**src/bdq_pkg.sv**
```systemverilog
// ----------------------------------------------------------------------------
// bdq_pkg
// Shared constants, operation codes and the command type of the bounded deque.
// ----------------------------------------------------------------------------
package bdq_pkg;

  localparam int          DEPTH_DEF      = 1024;
  localparam int          DATA_WIDTH_DEF = 16;
  localparam int          CAP_W          = 11;
  localparam logic [CAP_W-1:0] CAP_RESET = 11'd1024;
  localparam int          MODE_W         = 3;

  localparam logic [MODE_W-1:0] MODE_PUSH_FRONT = 3'd0;
  localparam logic [MODE_W-1:0] MODE_PUSH_BACK  = 3'd1;
  localparam logic [MODE_W-1:0] MODE_POP_FRONT  = 3'd2;
  localparam logic [MODE_W-1:0] MODE_POP_BACK   = 3'd3;
  localparam logic [MODE_W-1:0] MODE_NOP        = 3'd4;

  // controller to datapath
  typedef struct packed {
    logic exec;  // apply the operation of the accepted beat
    logic rd;    // read front and rear entries
    logic ld;    // load the result register
  } cmd_t;

endpackage

```
**src/bdq_ctrl.sv**
```systemverilog
// ----------------------------------------------------------------------------
// bdq_ctrl
// Sequencer: accept one beat, run the operation, read back, hand over result.
// ----------------------------------------------------------------------------
module bdq_ctrl
  import bdq_pkg::*;
(
  input  logic clk,
  input  logic rst_n,
  input  logic in_valid,
  output logic in_stall,
  output logic out_valid,
  input  logic out_stall,
  output cmd_t cmd
);

  localparam logic [1:0] S_IDLE = 2'd0;
  localparam logic [1:0] S_READ = 2'd1;
  localparam logic [1:0] S_LOAD = 2'd2;

  logic [1:0] state_r, state_nxt;
  logic       out_valid_r, out_valid_nxt;
  logic       out_free;

  assign in_stall  = (state_r != S_IDLE);
  assign out_valid = out_valid_r;
  assign out_free  = !out_valid_r || !out_stall;

  always_comb begin
    state_nxt     = state_r;
    out_valid_nxt = out_valid_r && out_stall;
    cmd           = '0;
    unique case (state_r)
      S_IDLE: begin
        if (in_valid) begin
          cmd.exec  = 1'b1;
          state_nxt = S_READ;
        end
      end
      S_READ: begin
        cmd.rd    = 1'b1;
        state_nxt = S_LOAD;
      end
      S_LOAD: begin
        // wait until the result register is free
        if (out_free) begin
          cmd.ld        = 1'b1;
          out_valid_nxt = 1'b1;
          state_nxt     = S_IDLE;
        end
      end
      default: begin
        state_nxt = S_IDLE;
      end
    endcase
  end

  always_ff @(posedge clk) begin
    if (!rst_n) begin
      state_r     <= S_IDLE;
      out_valid_r <= 1'b0;
    end else begin
      state_r     <= state_nxt;
      out_valid_r <= out_valid_nxt;
    end
  end

endmodule

```
**config.mk**
```make
export PLATFORM = sky130hd
export DESIGN_NAME = bdq_ctrl
export DESIGN_NICKNAME = d
export VERILOG_FILES = /design/src/bdq_pkg.sv /design/src/bdq_ctrl.sv
export SDC_FILE = /design/constraint.sdc
export NUM_CORES = 1
export LEC_CHECK = 0
export ABC_AREA = 1
export ABC_CLOCK_PERIOD_IN_PS = 800
export BUFFER_PORTS_ARGS = -buffer_cell sky130_fd_sc_hd__buf_4
export CAP_MARGIN = 5
export CORE_AREA = 4 4 41 43
export CTS_BUF_LIST = sky130_fd_sc_hd__clkbuf_16
export DETAILED_ROUTE_END_ITERATION = 16
export DIE_AREA = 0 0 45 47
export PLACE_DENSITY = 0.3
export SLEW_MARGIN = 20
export SYNTH_ARGS = -nofsm -noshare
export SYNTH_HDL_FRONTEND = slang
export SYNTH_SLANG_ARGS = --single-unit
```
**constraint.sdc**
```tcl
create_clock -name clk -period 0.8 [get_ports clk]
set_clock_uncertainty 0.1 [all_clocks]
set_input_delay 0.16 -clock clk [delete_from_list [all_inputs] [get_ports clk]]
set_output_delay 0.16 -clock clk [all_outputs]
set_load 0.01 [all_outputs]
```
==> qor.csv, run 1 <==
metric,value,unit
status,"complete, but fails checks",
failed_checks,negative setup slack,
dp_cells,47,
drt_iter0_drc,0,
max_stage_delay,0.33,ns
post_dp_cell_area,259.0,um^2
worstPathCellList,"inv_4, nor2_4, inv_2, nor2_2, buf_4",
diodes,0,
peakVddDrop,1.997,mV
dieWidth,45,um
post-route-util,0.3038,
synthCells,21,
core.rowCount,13,
whs_path_depth,3,
yosys_register_bits,3,
p_int,0.0008683,W
wl_per_cell,8.259,um
cap_viol_max_count,0,
drive_gt1_frac,0.8205,
combPwrFrac,0.108,
hold_end,out_valid,
area.sequential,63.81,um^2
grt_antenna_before_repair,0,
via_per_inst,3.296,
fin_crit_sh,1.459,
fill_cells,149,
finalSetupViolCount,8,
relSlewSlack,0.9103,
clkTransAtPathRegs,0.03,ns
postSynthAreaPerCell,6.792,um^2
cts_tree,built,
ys_seq_area_frac,0.4211,
cp-start-kind,flip-flop,
leakage,0.2027,nW
clk_latency,0.22,ns
synth_area_leaders,"dfxtp_1 42%, inv_1 18%, nand2_1 11%",
cpMaxStageDelayCell,dfxtp_2,
end_kind,output pin,
clockBufferDepth,2,
area_growth,177.2,%
p_sw,0.0001926,W
die_h,47,um
reg2reg_depth,4,
cts_made_buffers,3,
grt_overflow,0,
initial_core_util,0.1096,
seqPwrFrac,0.157,
finalPower,0.001061,W
p_sw_frac,0.1816,
h-tree-depth,1,
tightestPinTransition,0.1345,ns
grt_pass1_vias,173,
setup_ws,-0.3675,ns
vias,178,
core,1301,um^2
mostFrequentLayoutCells,"11 x buf_4, 4 x inv_1, 4 x buf_6",
rr_startpoint,out_valid,
cts.root.buffer_cell,clkbuf_16,
worst_ep_required_time,0.54,ns
cts.sinks,3,
layout.nets,44,
hold_viol_final,0,
drtPass1Iterations,1,
wl,446,um
hold_path.class,in2reg,
power_frac_clock,0.736,
numPortBuffers,8,
crit_arrival,0.91,ns
synth_top_area_cell,dfxtp_1,
yosysWarnings,0,
die_area,2115,um^2
slew_violations,0,
syn-num-nets,25,
fmax,856.6,MHz
pre_cts_ws,-0.1645,ns
multi_input_area,77.57,um^2
yosysTopAreaCellShare,0.4211,
grt_pass1_wl,662,um
synth_area,142.6,um^2
post-route-cell-area,395.4,um^2
io_pins,9,
drc,0,
worstHoldStart,rst_n,
ys_types,8,
hpwl,310.8,um
rsz0062_at_grt,true,
ant_nets,0,
ctsHoldBuffers,0,
grt_max_degree,4,
worstReg2RegEnd,out_valid,
powerDensity,2683,nW/um^2
critPathMaxFanout,3,
gp_congestion,0.6800,
final_cells,54,
final_common_cell,buf_4,
grt_use_total,0.05047,
reg2reg_slack,-0.12,ns
min_period,1.167,ns
criticalPathCategory,reg2out,
stage by stage:
step	setup TNS, ns	hold slack [ns]
6_report	-1.777	0.1212
5_1_grt	-2.084	0.1340
4_1_cts	-1.862	0.1275
3_5_place_dp	-0.6799	0.3548
3_3_place_gp	-0.6681	0.3457
2_1_floorplan	-0.1355	0.2149
cell families after synthesis:
group	Yosys count	synth area share
simple gates	8	0.2719
buf+inv	8	0.2369
flops	3	0.4211
compound gates	2	0.07018
Yosys cell counts, drive strengths merged:
master,instances
a21oi,2
buf,1
dfxtp,3
inv,7
nand2,4
nor2,3
nor3,1
metal layers:
layer	vias to the layer above	global-route usage	routed length, um
met2	8	0.08475	249
met5	-	0	0
li1	93	-	-
met1	75	0.03620	158
met4	0	0.07018	14
met3	2	0.02299	23
cell type report:
type                            instances  area share
Clock buffer                            3      0.1899
Timing Repair Buffer                   15      0.3228
Inverter                                7     0.07278
Sequential cell                         3      0.1614
Tap cell                               15     0.04747
Multi-Input combinational cell         10      0.1962
Clock inverter                          1    0.009494
registers in the layout (all words and copies together) (netlist names):
name       count
out_valid      1
state_r        2
power by group through the flow:
stage / registers, W / logic, W / clock network, W
global placement: 0.000165 / 0.0000888 / 0
finish: 0.000166 / 0.000114 / 0.000780
floorplan: 0.000165 / 0.0000453 / 0
global route: 0.000167 / 0.000125 / 0.000802
detailed placement: 0.000165 / 0.0000899 / 0
CTS: 0.000166 / 0.000111 / 0.000789
worst max-delay path: cells and delay by family (launching register included):
kind,cells,cell delay [ns]
simple gates,2,0.15
buf+inv,3,0.21
flops,1,0.33
worst max-delay path by stage:
stage          startpoint  endpoint  slack (ns)  cells after the start
2_1_floorplan  state_r[0]    cmd[2]       -0.06                      3
3_3_place_gp   state_r[1]    cmd[0]       -0.17                      5
3_5_place_dp   state_r[1]    cmd[0]       -0.16                      5
4_1_cts        state_r[1]    cmd[0]       -0.39                      5
5_1_grt        state_r[1]    cmd[0]       -0.41                      5
6_report       state_r[1]    cmd[0]       -0.37                      5
repair_timing:
action                                  CTS  global route
pin swaps                                 3             3
gates resized for setup                  10             3
buffers inserted                          4             1
endpoints found under the setup margin    7             8
(Power assumes the default switching activity.)
==> run 2: changes to the inputs <==
--- a/config.mk
+++ b/config.mk
@@ -13,7 +13,7 @@
 export CTS_BUF_LIST = sky130_fd_sc_hd__clkbuf_16
 export DETAILED_ROUTE_END_ITERATION = 16
 export DIE_AREA = 0 0 45 47
-export PLACE_DENSITY = 0.3
+export PLACE_DENSITY = 0.34
 export SLEW_MARGIN = 20
 export SYNTH_ARGS = -nofsm -noshare
 export SYNTH_HDL_FRONTEND = slang
==> qor.csv, run 2 (synthesis results as in run 1) <==
metric,value,unit,change
ctsHoldBuffers,0,,unchanged
worstHoldStart,rst_n,,
worst_ep_required_time,0.54,ns,about the same
fmax,857.8,MHz,+0.15%
hold_viol_final,0,,unchanged
leakage,0.2009,nW,-0.90%
cts_made_buffers,3,,unchanged
status,"complete, but fails checks",,
failed_checks,negative setup slack,,
combPwrFrac,0.110,,+0.002
max_flop_register,state_r,,
gp_congestion,0.6626,,-2.6%
slew_violations,0,,unchanged
rsz0062_at_grt,true,,
h-tree-depth,1,,unchanged
drc,0,,unchanged
finalSetupViolCount,8,,unchanged
grt_pass1_wl,676,um,+2.1%
rr_startpoint,out_valid,,
drtPass1Iterations,2,,+1
fin_crit_sh,1.457,,-0.002199
clkTransAtPathRegs,0.03,ns,about the same
setup_ws,-0.3657,ns,+0.001759 ns
drt_iter0_drc,2,,+2
core,1301,um^2,unchanged
seqPwrFrac,0.158,,about the same
grt_pass1_vias,189,,+9.2%
layout.nets,44,,unchanged
diodes,0,,unchanged
tightestPinTransition,0.1324,ns,-0.002023 ns
grt_overflow,0,,unchanged
hold_slack,0.1234,ns,+0.002165 ns
cts.root.buffer_cell,clkbuf_16,,
powerDensity,2681,nW/um^2,about the same
vias,185,,+3.9%
fill_cells,153,,+2.7%
crit_path_frequent_cell,inv_2,,
grt_antenna_before_repair,0,,unchanged
power_frac_clock,0.732,,-0.004
io_pins,9,,unchanged
mostFrequentLayoutCells,"10 x buf_4, 5 x inv_1, 5 x buf_6",,
dieWidth,45,um,unchanged
p_sw_frac,0.1711,,-0.01043
area_growth,174.6,%,
drive_gt1_frac,0.7949,,-0.02564
grt_use_total,0.05051,,about the same
min_period,1.166,ns,-0.001759 ns
relSlewSlack,0.9116,,+0.001350
cp-start-kind,flip-flop,,
reg2reg_slack,-0.10,ns,+0.02 ns
clockBufferDepth,2,,unchanged
peakVddDrop,1.523,mV,-24%
wl,404,um,-9.4%
final_cells,54,,unchanged
cpMaxStageDelayCell,dfxtp_2,,
dp_cells,47,,unchanged
numPortBuffers,8,,unchanged
final_common_cell,buf_4,,
cts_tree,built,,
end_kind,output pin,,
ant_nets,0,,unchanged
largest_register_ffs,2,,unchanged
hold_path.class,in2reg,,
cts.sinks,3,,unchanged
criticalPathCategory,reg2out,,
wl_per_cell,7.481,um,-9.4%
p_sw,0.0001797,W,-6.7%
critPathMaxFanout,3,,unchanged
die_area,2115,um^2,unchanged
initial_core_util,0.1096,,unchanged
max_stage_delay,0.31,ns,-0.02 ns
crit_arrival,0.91,ns,about the same
p_int,0.0008703,W,+0.23%
via_per_inst,3.426,,+3.9%
grt_max_degree,4,,unchanged
cp-startpoint,state_r[1],,
core.rowCount,13,,unchanged
clk_latency,0.22,ns,about the same
die_h,47,um,unchanged
cap_viol_max_count,0,,unchanged
worstPathCellList,"inv_2, buf_4, nand2_2, inv_2, buf_6",,
## run 2: through the flow
| step | cell area (um^2) | total power (W) | worst slack, ns | utilization | setup TNS [ns] |
|---|---|---|---|---|---|
| after floorplan | 157.7 | 0.0002104 | -0.05822 | - | -0.1355 |
| after global placement | 259.0 | 0.0002527 | -0.1477 | 0.1990 | -0.6134 |
| after detailed placement | 259.0 | 0.0002550 | -0.1662 | 0.1990 | -0.7081 |
| after CTS | 367.9 | 0.001052 | -0.3912 | 0.2827 | -1.771 |
| after global routing | 391.6 | 0.001100 | -0.4195 | 0.3010 | -2.241 |
| final | 391.6 | 0.001050 | -0.3657 | 0.3010 | -1.886 |
## run 2: critical path: cells and delay by family, from the launching register on
kind | cells | cell delay [ns]
AND/OR/NAND/NOR | 1 | 0.06
flip-flops | 1 | 0.31
buffers and inverters | 4 | 0.33
## run 2: per-layer routing
| layer | vias to the layer above | GRT usage | share of wire |
|---|---|---|---|
| li1 | 94 | - | - |
| met1 | 81 | 0.03855 | 0.37 |
| met2 | 8 | 0.07910 | 0.48 |
| met3 | 2 | 0.04981 | 0.13 |
| met4 | 0 | 0.03509 | 0.015 |
| met5 | - | 0 | 0 |
## run 2: cell type report
class                   instances  area [um^2]  area share
clock buffers                   3        75.07      0.1917
clock inverters                 1        3.754    0.009585
inverters                       7        26.28     0.06709
multi-input cells              10        72.57      0.1853
flip-flops and latches          3        63.81      0.1629
well taps                      15        18.77     0.04792
repair buffers                 15        131.4      0.3355
## run 2: final timing paths
check / end / cells past startpoint
worst max-delay path: cmd[1] / 5
worst min-delay path: out_valid / 3
worst max register to register: state_r[1] / 5
worst min register to register: state_r[1] / 2
## run 2: timing repair
action	4_1_cts	5_1_grt
resized for setup	8	3
pin swaps	2	1
setup endpoints to repair	8	8
setup buffers	2	2
## run 2: power by group through the flow
stage                     registers [W]  clock network (W)   logic, W
after global placement         0.000165                  0  0.0000881
after detailed placement       0.000165                  0  0.0000898
after floorplan                0.000165                  0  0.0000453
after CTS                      0.000165           0.000781   0.000107
final                          0.000166           0.000769   0.000116
after global routing           0.000166           0.000807   0.000126
